==> config.mk <==
export PLATFORM = sky130hd
export DESIGN_NAME = utf8_to_utf32_decoder_core
export DESIGN_NICKNAME = d
export VERILOG_FILES = /design/src/rtl/core/u8u32_pkg.sv /design/src/rtl/core/utf8_to_utf32_decoder_core.sv /design/src/rtl/core/u8u32_decode.sv
export SDC_FILE = /design/constraint.sdc
export NUM_CORES = 1
export LEC_CHECK = 0
export BUFFER_PORTS_ARGS = -buffer_cell sky130_fd_sc_hd__buf_4
export CORE_MARGIN = 4
export CORE_UTILIZATION = 57
export DETAILED_ROUTE_END_ITERATION = 8
export PLACE_DENSITY = 0.8
export SLEW_MARGIN = 20
export SYNTH_ARGS = -nofsm -noshare
export SYNTH_HDL_FRONTEND = slang
export SYNTH_SLANG_ARGS = --single-unit
==> constraint.sdc <==
create_clock -name clock -period 7.8 [get_ports clock]
set_clock_uncertainty 0.1 [all_clocks]
set_input_delay 1.56 -clock clock [delete_from_list [all_inputs] [get_ports clock]]
set_output_delay 1.56 -clock clock [all_outputs]
set_load 0.02 [all_outputs]
==> src/rtl/core/u8u32_pkg.sv <==
package u8u32_pkg;

   // End status codes reported on the result for the final byte.
   typedef enum logic [1:0] {
      END_CLEAN     = 2'd0,
      END_INVALID   = 2'd1,
      END_TRUNCATED = 2'd2,
      END_LIMIT     = 2'd3
   } end_status_type;

   localparam int CP_WIDTH    = 31;
   localparam int COUNT_WIDTH = 6;
   localparam int PEND_WIDTH  = 3;
   localparam int ONES_WIDTH  = 4;
   localparam int MAX_SEQ_LEN = 6;

   localparam logic [COUNT_WIDTH-1:0] MAX_CHARS_RESET = 6'd32;

   // Decoder state carried from one byte to the next.
   typedef struct packed {
      logic [PEND_WIDTH-1:0]  pending;
      logic [CP_WIDTH-1:0]    partial;
      logic [COUNT_WIDTH-1:0] count;
      logic                   halted;
      end_status_type         reason;
   } dec_state_type;

   // One result item.
   typedef struct packed {
      logic [CP_WIDTH-1:0]    code_point;
      logic                   has_char;
      logic                   end_of_buffer;
      end_status_type         end_status;
      logic [COUNT_WIDTH-1:0] chars_decoded;
   } dec_result_type;

   // Number of leading ones of a byte, 0 to 8.
   function automatic logic [ONES_WIDTH-1:0] lead_one_count(input logic [7:0] b);
      logic [ONES_WIDTH-1:0] n;
      logic                  run;
      n   = '0;
      run = 1'b1;
      for (int i = 7; i >= 0; i--) begin
         run = run & b[i];
         n   = n + {{(ONES_WIDTH-1){1'b0}}, run};
      end
      return n;
   endfunction

endpackage

==> src/rtl/core/utf8_to_utf32_decoder_core.sv <==
// Channel   Direction  Ports
// request   in         req_valid, req_ready, req_byte_in, req_last_byte
// response  out        rsp_valid, rsp_ready, rsp_code_point, rsp_has_char,
//                      rsp_end_of_buffer, rsp_end_status, rsp_chars_decoded
// csr       in         csr_wr_en, csr_wr_data (max_chars)
//
// One byte is taken per cycle while the response is not stalled; a result passes
// through the input register, then the decode logic into the result register.
// Reset sets max_chars to 32 and clears the decode state and both valids.
// A stalled response holds the input register; requests that complete no
// code point and are not final produce no response.
module utf8_to_utf32_decoder_core
   import u8u32_pkg::*;
#(
   parameter int OUTPUT_LIMIT = 32
) (
   input  logic                   clock,
   input  logic                   reset,
   input  logic                   req_valid,
   output logic                   req_ready,
   input  logic [7:0]             req_byte_in,
   input  logic                   req_last_byte,
   output logic                   rsp_valid,
   input  logic                   rsp_ready,
   output logic [CP_WIDTH-1:0]    rsp_code_point,
   output logic                   rsp_has_char,
   output logic                   rsp_end_of_buffer,
   output logic [1:0]             rsp_end_status,
   output logic [COUNT_WIDTH-1:0] rsp_chars_decoded,
   input  logic                   csr_wr_en,
   input  logic [COUNT_WIDTH-1:0] csr_wr_data
);

   localparam int LIMIT_MAX = (1 << COUNT_WIDTH) - 1;
   localparam logic [COUNT_WIDTH-1:0] LIMIT_CAP =
      COUNT_WIDTH'((OUTPUT_LIMIT > LIMIT_MAX) ? LIMIT_MAX : OUTPUT_LIMIT);

   logic [COUNT_WIDTH-1:0] max_chars_ff;
   logic                   in_valid_ff;
   logic [7:0]             in_byte_ff;
   logic                   in_last_ff;
   dec_state_type          state_ff;
   dec_state_type          state_in;
   logic                   out_valid_ff;
   dec_result_type         out_ff;
   dec_result_type         out_in;
   logic                   emit;
   logic                   out_free;
   logic                   consume;
   logic [COUNT_WIDTH-1:0] limit;

   // Handshake: the result register frees when empty or being drained.
   assign out_free  = !out_valid_ff || rsp_ready;
   assign consume   = in_valid_ff && out_free;
   assign req_ready = !in_valid_ff || consume;
   assign limit     = (max_chars_ff < LIMIT_CAP) ? max_chars_ff : LIMIT_CAP;

   u8u32_decode u_decode (
      .byte_in    (in_byte_ff),
      .last_byte  (in_last_ff),
      .limit      (limit),
      .state      (state_ff),
      .state_next (state_in),
      .result     (out_in),
      .emit       (emit)
   );

   // Configuration register.
   always_ff @(posedge clock) begin
      if (reset) begin
         max_chars_ff <= MAX_CHARS_RESET;
      end else if (csr_wr_en) begin
         max_chars_ff <= csr_wr_data;
      end
   end

   // Input register.
   always_ff @(posedge clock) begin
      if (reset) begin
         in_valid_ff <= 1'b0;
      end else if (req_ready) begin
         in_valid_ff <= req_valid;
      end
      if (req_valid && req_ready) begin
         in_byte_ff <= req_byte_in;
         in_last_ff <= req_last_byte;
      end
   end

   // Decode state advances once per consumed byte.
   always_ff @(posedge clock) begin
      if (reset) begin
         state_ff <= '{pending: '0, partial: '0, count: '0, halted: 1'b0,
                       reason: END_CLEAN};
      end else if (consume) begin
         state_ff <= state_in;
      end
   end

   // Result register.
   always_ff @(posedge clock) begin
      if (reset) begin
         out_valid_ff <= 1'b0;
      end else if (out_free) begin
         out_valid_ff <= consume && emit;
      end
      if (consume && emit) begin
         out_ff <= out_in;
      end
   end

   assign rsp_valid         = out_valid_ff;
   assign rsp_code_point    = out_ff.code_point;
   assign rsp_has_char      = out_ff.has_char;
   assign rsp_end_of_buffer = out_ff.end_of_buffer;
   assign rsp_end_status    = out_ff.end_status;
   assign rsp_chars_decoded = out_ff.chars_decoded;

endmodule

==> src/rtl/core/u8u32_decode.sv <==
module u8u32_decode
   import u8u32_pkg::*;
(
   input  logic [7:0]             byte_in,
   input  logic                   last_byte,
   input  logic [COUNT_WIDTH-1:0] limit,
   input  dec_state_type          state,
   output dec_state_type          state_next,
   output dec_result_type         result,
   output logic                   emit
);

   logic [ONES_WIDTH-1:0]  ones;
   logic [PEND_WIDTH-1:0]  pend_dec;
   logic [CP_WIDTH-1:0]    shifted;
   logic [7:0]             lead_mask;
   logic                   has;
   logic [CP_WIDTH-1:0]    cp;
   end_status_type         status;
   dec_state_type          nxt;

   assign ones      = lead_one_count(byte_in);
   assign pend_dec  = state.pending - 3'd1;
   assign shifted   = {state.partial[CP_WIDTH-7:0], byte_in[5:0]};
   assign lead_mask = 8'hFF >> (ones + 4'd1);

   // Per-byte decode: continuation merge, lead classification and halting.
   always_comb begin
      nxt    = state;
      has    = 1'b0;
      cp     = '0;
      status = END_CLEAN;
      if (state.halted) begin
         status = state.reason;
      end else if (state.pending != '0) begin
         nxt.partial = shifted;
         nxt.pending = pend_dec;
         if (pend_dec == '0) begin
            has = 1'b1;
            cp  = shifted;
         end else if (last_byte) begin
            nxt.halted = 1'b1;
            nxt.reason = END_TRUNCATED;
            status     = END_TRUNCATED;
         end
      end else if (state.count >= limit) begin
         nxt.halted = 1'b1;
         nxt.reason = END_LIMIT;
         status     = END_LIMIT;
      end else if (ones == 4'd1 || ones > ONES_WIDTH'(MAX_SEQ_LEN)) begin
         nxt.halted = 1'b1;
         nxt.reason = END_INVALID;
         status     = END_INVALID;
      end else if (ones == '0) begin
         has = 1'b1;
         cp  = {{(CP_WIDTH-7){1'b0}}, byte_in[6:0]};
      end else if (last_byte) begin
         nxt.halted = 1'b1;
         nxt.reason = END_TRUNCATED;
         status     = END_TRUNCATED;
      end else begin
         nxt.partial = {{(CP_WIDTH-8){1'b0}}, byte_in & lead_mask};
         nxt.pending = PEND_WIDTH'(ones - 4'd1);
      end

      // A completed code point bumps the count and clears the accumulator.
      if (has) begin
         nxt.count   = state.count + 6'd1;
         nxt.partial = '0;
      end

      result.code_point    = cp;
      result.has_char      = has;
      result.end_of_buffer = last_byte;
      result.end_status    = last_byte ? status : END_CLEAN;
      result.chars_decoded = nxt.count;

      // The final byte returns all state to zero for the next buffer.
      if (last_byte) begin
         nxt = '{pending: '0, partial: '0, count: '0, halted: 1'b0, reason: END_CLEAN};
      end
      state_next = nxt;
      emit       = has | last_byte;
   end

endmodule

==> flow_summary_export.csv, run 1 <==
group,metric,value,unit
power,powerDensity,197,nW/um^2
clocking,clkSlewWorstSetupHoldPaths,0.09,ns
synth,ys_types,61,
global_routing,grt_pass1_wl,13.8,mm
clocking,cts_hold_buf,0,
routing,vias,3016,
worst_setup_path,max_stage_delay,0.81,ns
place,routabilityCongestion,0.867,
global_routing,grt_max_degree,44,
floorplanning,die_w,95.9,um
routing,wirelength,8.42,mm
clocking,cts_root_buf,"clkbuf_8",
floorplanning,initial_core_util,59.7,%
final_layout,num_antenna_cells,0,
worst_setup_path,path_buf_inv,2,
sta,max_freq,0.166,GHz
place,pre_cts_slack,1.81,ns
worst_setup_path,crit_chain,"and3_1, and2_1, and3_1, and3_1, fa_1, fa_1, fa_1, inv_1, fa_1, ha_1, nand3b_1, o21ai_2, or3b_1, nor3_4, nor2_2, clkinv_2, o21a_2",
hold_path,hold_depth,1,
final_layout,multi_input_area,1870,sq um
routing,viasPerCell,5.60,
sta,setup_viol,0,
clocking,htree_levels,3,
synth,syn_area_per_cell,11.6,sq um
floorplanning,core,7370,sq um
sta,relSlewSlack,37.0,%
final_layout,ff_latch_area,2400,sq um
worst_setup_path,crit_family,"adder cells",
floorplanning,dieHeight,95.9,um
synth,synth_flop_cell,"edfxtp_1",
synth,yosysMostFrequentCell,"edfxtp_1",
synth,synth_top_area_share,34.1,%
global_routing,grt_use_total,19.6,%
power,ir_drop,0.106,mV
sta,worstMarginPinSlew,0.944,ns
final_layout,syn_to_final_growth,16.1,%
worst_setup_path,critPathLaunchType,"flip-flop",
synth,synth-edff-count,50,
synth,synth_area_leader_cell,"edfxtp_1",
synth,ys_ff_latch,95,
routing,first_iter_violations,198,
clocking,cts_setup_buffers,0,
worst_setup_path,worstSetupPathType,"reg -> reg",
final_layout,fillers,551,
worst_setup_path,crit_slowest_cell,"o21a_2",
floorplanning,ios,63,
sta,rsz0062_at_grt,"no",
hold_path,hold_path_class,"reg -> reg",
synth,async_flop_share,0,%
synth,yosysSeqAreaShare,54.6,%
routing,drt_pass1_iterations,7,
sta,report.final.slew_viol_count,0,
synth,yosysWarnings,0,
hold_path,worstHoldStart,"state_ff[30]$_SDFFE_PP0P_",
global_routing,grt_antenna_before_repair,0,
worst_setup_path,r2r_end,"rsp_code_point[13]$_SDFFCE_PP0P_",
synth,synthTopCellsByCount,"edfxtp_1, dfxtp_1, and2_1, nand2_1, ha_1",
synth,netlist_area,4400,sq um
sta,period_needed,6.01,ns
global_routing,grt-ovfl-total,0,
place,dp_hpwl,6.00,mm
job,maxCapViolCount,0,
place,postPlaceCellArea,4920,sq um
power,leakagePower,1.97,nW
clocking,clock-sinks,95,
clocking,cts_buffers,9,
synth,synth.area.top_cells,"edfxtp_1, dfxtp_1, ha_1",
clocking,clkLatencyLatePin,0.37,ns
sta,min_period_over_period,77.0,%
worst_setup_path,crit_arrival,5.90,ns
routing,drc,0,
routing,ant_nets,0,
worst_setup_path,cp.required,7.69,ns
power,finalPower,1.01,mW
worst_setup_path,reg2reg_from,"in_byte_ff[6]$_DFFE_PP_",
worst_setup_path,crit_top_cell,"fa_1",
clocking,cts_resized,0,
final_layout,final_util,69.4,%
global_routing,grt_pass1_vias,2816,
final_layout,fin_area,5110,sq um
sta,setup_ws,1.79,ns
hold_path,hold_path_end,"state_ff[30]$_SDFFE_PP0P_",
routing,post_drt_wl_per_cell,15.6,um
outcome,outcome,"finished, final reports clean",
synth,synth_nets,421,
place,portBuffers,62,
floorplanning,std_cell_rows,31,
clocking,cts_buffer_depth,2,
final_layout,nets,478,
worst_setup_path,ff2ff_path_depth,17,
sta,hold_viol_final,0,
synth,syn_inst,378,
final_layout,drive_above_1_share,21.8,%
clocking,cts_tree,"done",
worst_setup_path,reg2reg_slack,1.79,ns
floorplanning,die_area,9190,sq um
sta,fin_setup_tns,0,ns
worst_setup_path,crit_fanout,43,
worst_setup_path,endpoint_kind,"flip-flop",
-- power by group --
| group | internal [mW] | switching (mW) | leakage (nW) |
|---|---|---|---|
| combinational | 0.0555 | 0.0869 | 1.04 |
| sequential | 0.547 | 0.0105 | 0.838 |
| clock | 0.123 | 0.184 | 0.0914 |
| total | 0.726 | 0.282 | 1.97 |
-- metal layers --
metal / share of wire [%] / routed length (um) / GRT usage [%] / up-vias
met4: 1.7 / 139 / 8.06 / 0
met1: 44 / 3740 / 26.3 / 1423
met5: 0 / 0 / 0 / -
li1: - / - / - / 1496
met2: 49 / 4100 / 31.2 / 86
met3: 5.2 / 435 / 3.91 / 11
-- final cells by class --
class	instances	share of cell area, %
sequential	95	47.0
multi-input combinational	251	36.5
timing repair buffer	63	9.25
clock buffer	9	2.42
tap	99	2.42
clock inverter	7	1.30
inverter	15	1.13
-- flip-flops by register name, summed over array words and instances, names as in the netlist --
| signal | count |
|---|---|
| rsp_end_status | 2 |
| in_valid_ff | 1 |
| rsp_end_of_buffer | 1 |
| rsp_valid | 1 |
| in_byte_ff | 8 |
| rsp_code_point | 31 |
| rsp_chars_decoded | 6 |
| state_ff | 37 |
| rsp_has_char | 1 |
| in_last_ff | 1 |
| max_chars_ff | 6 |
-- placed cells by master, fill, tap and decap left out, types with 4 or more instances in the layout --
cell type   n
and3_1      5
edfxtp_1   50
nor3_1      6
a32o_1     10
nand2_1    31
inv_1      14
mux2i_1     7
buf_4      63
a21oi_1    12
o21ai_0     5
xnor2_1     9
fa_1        4
clkbuf_8    9
ha_1       19
nor2_1     13
or3_1       4
dfxtp_1    45
a31oi_1     5
and2_1     35
a22o_1     17
nand4_1     4
nor2b_1     4
nand2b_1   11
-- logic make-up (layout without fill, tap and decap cells) --
logic type,Yosys count,count (layout),share of synthesized area [%]
AND/OR/NAND/NOR,132,132,16.9
flip-flops,95,95,54.6
adder cells (fa/ha/maj),23,23,7.22
multiplexers,8,8,1.85
AO/OA/AOI/OAI,76,76,13.8
XOR/XNOR,12,12,2.56
buffers and inverters,32,94,3.13
-- stage by stage --
| step | hold WS, ns | cells |
|---|---|---|
| after global placement | 0.355 | 523 |
| final | 0.381 | 539 |
| after global routing | 0.398 | 539 |
| after floorplan | 0.324 | 378 |
| after CTS | 0.384 | 539 |
| after detailed placement | 0.356 | 523 |
-- worst max path at each step --
stage / endpoint / start / depth (start not counted)
after floorplan: rsp_chars_decoded[0]$_DFFE_PP_ / in_byte_ff[6]$_DFFE_PP_ / 18
after global placement: rsp_code_point[24]$_SDFFCE_PP0P_ / in_byte_ff[6]$_DFFE_PP_ / 17
after detailed placement: rsp_code_point[29]$_SDFFCE_PP0P_ / in_byte_ff[6]$_DFFE_PP_ / 17
after CTS: rsp_code_point[13]$_SDFFCE_PP0P_ / in_byte_ff[6]$_DFFE_PP_ / 17
after global routing: state_ff[4]$_SDFFE_PP0P_ / in_byte_ff[6]$_DFFE_PP_ / 18
final: rsp_code_point[13]$_SDFFCE_PP0P_ / in_byte_ff[6]$_DFFE_PP_ / 17
No activity file was read; power rests on OpenSTA's default activity.
==> run 2: changes to the inputs <==
==> constraint.sdc (replaced) <==
create_clock -name clock -period 5.9 [get_ports clock]
set_clock_uncertainty 0.1 [all_clocks]
set_input_delay 1.18 -clock clock [delete_from_list [all_inputs] [get_ports clock]]
set_output_delay 1.18 -clock clock [all_outputs]
set_load 0.02 [all_outputs]
==> flow_summary_export.csv, run 2 (synthesis results as in run 1) <==
group,metric,value,unit
routing,ant_nets,0,
power,finalPower,1.32,mW
worst_setup_path,cp-startpoint,"in_byte_ff[6]$_DFFE_PP_",
power,powerDensity,257,nW/um^2
sta,relSlewSlack,41.9,%
hold_path,hold_path_class,"reg -> reg",
routing,drt_pass1_iterations,4,
clocking,htree_levels,3,
place,portBuffers,62,
floorplanning,ios,63,
sta,period_needed,5.58,ns
worst_setup_path,crit_family,"adder cells",
floorplanning,die_area,9190,sq um
global_routing,grt_pass1_wl,13.7,mm
worst_setup_path,crit_top_cell,"fa_1",
clocking,cts_resized,0,
sta,report.final.slew_viol_count,0,
sta,fin_setup_tns,0,ns
clocking,cts_buffers,9,
worst_setup_path,ff2ff_path_depth,18,
final_layout,syn_to_final_growth,16.5,%
floorplanning,dieHeight,95.9,um
worst_setup_path,worstSetupPathType,"reg -> reg",
job,maxCapViolCount,0,
worst_setup_path,cp.required,5.86,ns
final_layout,num_antenna_cells,0,
global_routing,grt_use_total,19.5,%
clocking,cts_setup_buffers,0,
worst_setup_path,reg2reg_slack,0.32,ns
worst_setup_path,crit_fanout,33,
clocking,clkSlewWorstSetupHoldPaths,0.09,ns
floorplanning,std_cell_rows,31,
power,leakagePower,1.97,nW
sta,hold_viol_final,0,
sta,min_period_over_period,94.5,%
final_layout,top_register,"state_ff",
worst_setup_path,crit_arrival,5.54,ns
worst_setup_path,worstSetupEndpoint,"rsp_has_char$_DFFE_PP_",
sta,setup_viol,0,
routing,first_iter_violations,198,
clocking,clkLatencyLatePin,0.36,ns
routing,drc,0,
outcome,outcome,"finished, final reports clean",
power,ir_drop,0.125,mV
place,pre_cts_slack,0.363,ns
global_routing,grt_pass1_vias,2846,
place,dp_cells,525,
routing,wirelength,8.41,mm
worst_setup_path,max_stage_delay,0.60,ns
final_layout,final_cells,541,
global_routing,grt-ovfl-total,0,
floorplanning,die_w,95.9,um
floorplanning,core,7370,sq um
clocking,clock-sinks,95,
final_layout,largest_reg_flops,37,
clocking,cts_buffer_depth,2,
sta,rsz0062_at_grt,"no",
worst_setup_path,crit_slowest_cell,"fa_1",
worst_setup_path,reg2reg_from,"in_byte_ff[6]$_DFFE_PP_",
floorplanning,initial_core_util,59.7,%
routing,vias,3019,
clocking,cts_hold_buf,0,
worst_setup_path,crit_chain,"and3_1, and2_1, and3_1, and3_1, fa_1, fa_1, fa_1, inv_1, fa_1, ha_1, nand3b_1, o21ai_2, or3b_1, nor3_4, nor2_2, clkinv_2, o21a_2, buf_12",
final_layout,final_cell_mix,"buf_4, edfxtp_1, dfxtp_1, and2_1, nand2_1",
worst_setup_path,cp.depth,18,
place,dp_hpwl,6.11,mm
final_layout,fillers,571,
global_routing,grt_max_degree,34,
sta,setup_ws,0.322,ns
global_routing,grt_antenna_before_repair,0,
worst_setup_path,critPathLaunchType,"flip-flop",
place,routabilityCongestion,0.865,
routing,viasPerCell,5.58,
worst_setup_path,r2r_end,"rsp_has_char$_DFFE_PP_",
final_layout,nets,480,
routing,post_drt_wl_per_cell,15.6,um
worst_setup_path,path_buf_inv,3,
worst_setup_path,endpoint_kind,"flip-flop",
clocking,cts_root_buf,"clkbuf_8",
clocking,cts_tree,"done",
final_layout,drive_above_1_share,21.9,%
final_layout,final_common_cell,"buf_4",
sta,worstMarginPinSlew,0.870,ns
sta,max_freq,0.179,GHz
run 2: cell count changes in the layout (fill, tap and decap cells not counted), sizes merged:
cell | before | now
clkinvlp | 2 | 3
clkinv | 3 | 2
buf | 63 | 65
run 2: layout make-up:
cell class | instances | area (sq um) | area share, %
tap | 99 | 124 | 2.41
clock buffer | 9 | 124 | 2.41
sequential | 95 | 2400 | 46.8
clock inverter | 7 | 55.1 | 1.07
timing repair buffer | 65 | 500 | 9.76
inverter | 15 | 57.6 | 1.12
multi-input combinational | 251 | 1870 | 36.4
run 2: report_power, final:
part / internal (mW) / total [mW] / switching [mW]
registers: 0.722 / 0.737 / 0.0143
logic: 0.0770 / 0.193 / 0.116
clock network: 0.157 / 0.390 / 0.232
run 2: how the worst min path moves through the flow:
stage / depth (start not counted) / endpoint / slack (ns) / start
2_1_floorplan: 0 / rsp_end_of_buffer$_DFFE_PP_ / 0.32 / in_last_ff$_DFFE_PP_
3_3_place_gp: 1 / state_ff[31]$_SDFFE_PP0P_ / 0.36 / state_ff[31]$_SDFFE_PP0P_
3_5_place_dp: 1 / state_ff[29]$_SDFFE_PP0P_ / 0.36 / state_ff[29]$_SDFFE_PP0P_
4_1_cts: 1 / state_ff[29]$_SDFFE_PP0P_ / 0.38 / state_ff[29]$_SDFFE_PP0P_
5_1_grt: 1 / state_ff[29]$_SDFFE_PP0P_ / 0.39 / state_ff[29]$_SDFFE_PP0P_
6_report: 1 / state_ff[29]$_SDFFE_PP0P_ / 0.38 / state_ff[29]$_SDFFE_PP0P_
run 2: stage by stage:
stage / hold slack (ns) / util [%] / instance area, sq um
floorplan: 0.324 / - / 4400
global placement: 0.355 / 67.1 / 4950
detailed placement: 0.358 / 67.1 / 4950
CTS: 0.381 / 69.6 / 5130
global route: 0.392 / 69.6 / 5130
finish: 0.381 / 69.6 / 5130
run 2: per-layer routing:
metal | wire [um] | vias to the layer above | global-route usage [%] | share of wire (%)
li1 | - | 1498 | - | -
met5 | 0 | - | 0 | 0
met4 | 74 | 0 | 7.46 | 0.88
met1 | 3780 | 1438 | 24.9 | 45
met3 | 398 | 4 | 3.75 | 4.7
met2 | 4160 | 79 | 32.8 | 49
==> run 3: changes to the inputs <==
--- a/config.mk
+++ b/config.mk
@@ -7,10 +7,11 @@
 export LEC_CHECK = 0
 export BUFFER_PORTS_ARGS = -buffer_cell sky130_fd_sc_hd__buf_4
 export CORE_MARGIN = 4
-export CORE_UTILIZATION = 57
+export CORE_UTILIZATION = 59
 export DETAILED_ROUTE_END_ITERATION = 8
-export PLACE_DENSITY = 0.8
-export SLEW_MARGIN = 20
+export PLACE_DENSITY = 0.81
+export RECOVER_POWER = 50
 export SYNTH_ARGS = -nofsm -noshare
 export SYNTH_HDL_FRONTEND = slang
+export SYNTH_HIERARCHICAL = 1
 export SYNTH_SLANG_ARGS = --single-unit
==> flow_summary_export.csv, run 3 <==
group,metric,value,unit
outcome,outcome,"finished with violations",
outcome,violations,"max-capacitance violations, max-slew violations",
sta,relSlewSlack,-61.7,%
global_routing,grt_use_total,21.0,%
sta,report.final.slew_viol_count,83,
worst_setup_path,cp.required,6.03,ns
clocking,cts_setup_buffers,0,
power,seqPwrFrac,52.2,%
routing,viasPerCell,5.73,
place,dp_hpwl,7.41,mm
final_layout,largest_reg_flops,37,
global_routing,grt_antenna_before_repair,0,
worst_setup_path,max_stage_delay,0.60,ns
worst_setup_path,endpoint_kind,"flip-flop",
place,portBuffers,62,
synth,yosysWarnings,6,
worst_setup_path,critPathLaunchType,"flip-flop",
sta,fin_setup_tns,0,ns
synth,syn_area_per_cell,10.4,sq um
power,pwr-share-clk,32.5,%
power,switching_share,28.7,%
power,powerDensity,246,nW/um^2
floorplanning,dieHeight,102,um
clocking,cts_buffers,9,
final_layout,nets,590,
clocking,cts_tree,"done",
clocking,clkLatencyLatePin,0.37,ns
power,leakagePower,2.01,nW
clocking,clkSlewWorstSetupHoldPaths,0.11,ns
global_routing,grt-ovfl-total,0,
clocking,clock-sinks,95,
synth,syn_inst,504,
worst_setup_path,worstSetupPathType,"reg -> reg",
synth,synth_nets,546,
place,routabilityCongestion,0.914,
power,power.internal,1.00,mW
sta,rsz0062_at_grt,"no",
floorplanning,initial_core_util,60.1,%
final_layout,top_register,"state_ff",
sta,hold_viol_final,0,
floorplanning,die_w,102,um
synth,netlist_area,5220,sq um
sta,setup_viol,0,
clocking,cts_resized,0,
hold_path,hold_path_class,"reg -> reg",
floorplanning,ios,63,
worst_setup_path,crit_fanout,10,
clocking,cts_root_buf,"clkbuf_8",
floorplanning,std_cell_rows,34,
routing,first_iter_violations,289,
routing,wirelength,10.9,mm
floorplanning,core,8680,sq um
global_routing,grt_pass1_vias,3542,
final_layout,final_util,66.0,%
final_layout,num_antenna_cells,0,
sta,min_period_over_period,92.4,%
global_routing,grt_max_degree,83,
final_layout,final_common_cell,"nand2b_1",
sta,worstMarginPinSlew,2.43,ns
worst_setup_path,crit_chain,"and3_1, and2_1, and3_1, and2_1, fa_1, inv_1, fa_1, inv_1, ha_1, fa_1, inv_1, ha_1, nor4b_1, o2111a_1, o211ai_1, nand2_1, mux2_2, and2_1, nand2b_1, mux2i_1",
clocking,htree_levels,3,
routing,drt_pass1_iterations,5,
job,maxCapViolCount,1,
final_layout,drive_above_1_share,8.86,%
final_layout,syn_to_final_growth,9.76,%
worst_setup_path,crit_slowest_cell,"fa_1",
power,switchingPower,0.404,mW
power,ir_drop,0.138,mV
routing,post_drt_wl_per_cell,16.5,um
sta,period_needed,5.45,ns
worst_setup_path,crit_arrival,5.58,ns
floorplanning,die_area,10400,sq um
routing,ant_nets,0,
sta,max_freq,0.183,GHz
global_routing,grt_pass1_wl,17.3,mm
final_layout,final_cell_mix,"nand2b_1, edfxtp_1, clkbuf_1, dfxtp_1, mux2i_1",
clocking,cts_buffer_depth,2,
routing,drc,0,
power,p_comb_share,15.3,%
clocking,cts_hold_buf,0,
routing,vias,3789,
==> run 3: changes by cell type in the layout (fill, tap and decap cells not counted), sizes merged, moves of 13 or more <==
| cell | before | now |
|---|---|---|
| a22oi | 0 | 18 |
| nand2b | 11 | 78 |
| mux2i | 7 | 43 |
| buf | 65 | 12 |
| nand2 | 31 | 18 |
| nor2 | 15 | 38 |
| a22o | 17 | 0 |
| clkbuf | 9 | 65 |
==> run 3: power by group through the flow <==
stage / clock [mW] / sequential [mW] / combinational, mW
6_report: 0.458 / 0.736 / 0.215
2_1_floorplan: 0 / 0.765 / 0.147
4_1_cts: 0.466 / 0.737 / 0.226
3_3_place_gp: 0 / 0.751 / 0.222
3_5_place_dp: 0 / 0.752 / 0.225
5_1_grt: 0.494 / 0.739 / 0.233
==> run 3: worst paths after layout <==
check | slack [ns] | cells after the start | from | endpoint
max | 0.45 | 20 | in_byte_ff[7]$_DFFE_PP_ | state_ff[4]$_SDFFE_PP0P_
min | 0.39 | 2 | state_ff[32]$_SDFFE_PP0P_ | state_ff[32]$_SDFFE_PP0P_
max reg2reg | 0.45 | 20 | in_byte_ff[7]$_DFFE_PP_ | state_ff[4]$_SDFFE_PP0P_
min reg2reg | 0.39 | 2 | state_ff[32]$_SDFFE_PP0P_ | state_ff[32]$_SDFFE_PP0P_
==> run 3: stage by stage <==
| stage | total power [mW] | setup WS, ns | hold slack (ns) | instances | area (sq um) |
|---|---|---|---|---|---|
| CTS | 1.43 | 0.511 | 0.401 | 661 | 5910 |
| floorplan | 0.911 | 0.0213 | 0.347 | 504 | 5220 |
| detailed placement | 0.977 | 0.535 | 0.379 | 645 | 5690 |
| finish | 1.41 | 0.449 | 0.393 | 661 | 5730 |
| global placement | 0.973 | 0.676 | 0.369 | 645 | 5690 |
| global route | 1.47 | 0.146 | 0.420 | 661 | 5730 |
==> run 3: layer usage <==
layer | part of all wire [%] | vias up | global-route usage (%)
met5 | 0 | - | 0
met3 | 6.4 | 16 | 5.12
met4 | 1.5 | 0 | 6.16
li1 | - | 1832 | -
met2 | 47 | 132 | 34.0
met1 | 45 | 1809 | 28.2
==> run 3: cell type report <==
cell class,count,area (sq um)
Clock buffer,9,124
Clock inverter,7,88.8
Fill cell,711,2950
Inverter,18,67.6
Multi-Input combinational cell,356,2560
Sequential cell,95,2400
Tap cell,108,135
Timing Repair Buffer,68,350
==> run 3: worst max-delay path, delay by kind of cell, from the launching register on <==
kind                       cells  cell delay (ns)
adders and majority gates      5             2.00
and+or+nand+nor                8             1.63
muxes                          2             0.47
DFF                            1             0.44
AOI/OAI and AO/OA              2             0.43
buffers and inverters          3             0.23
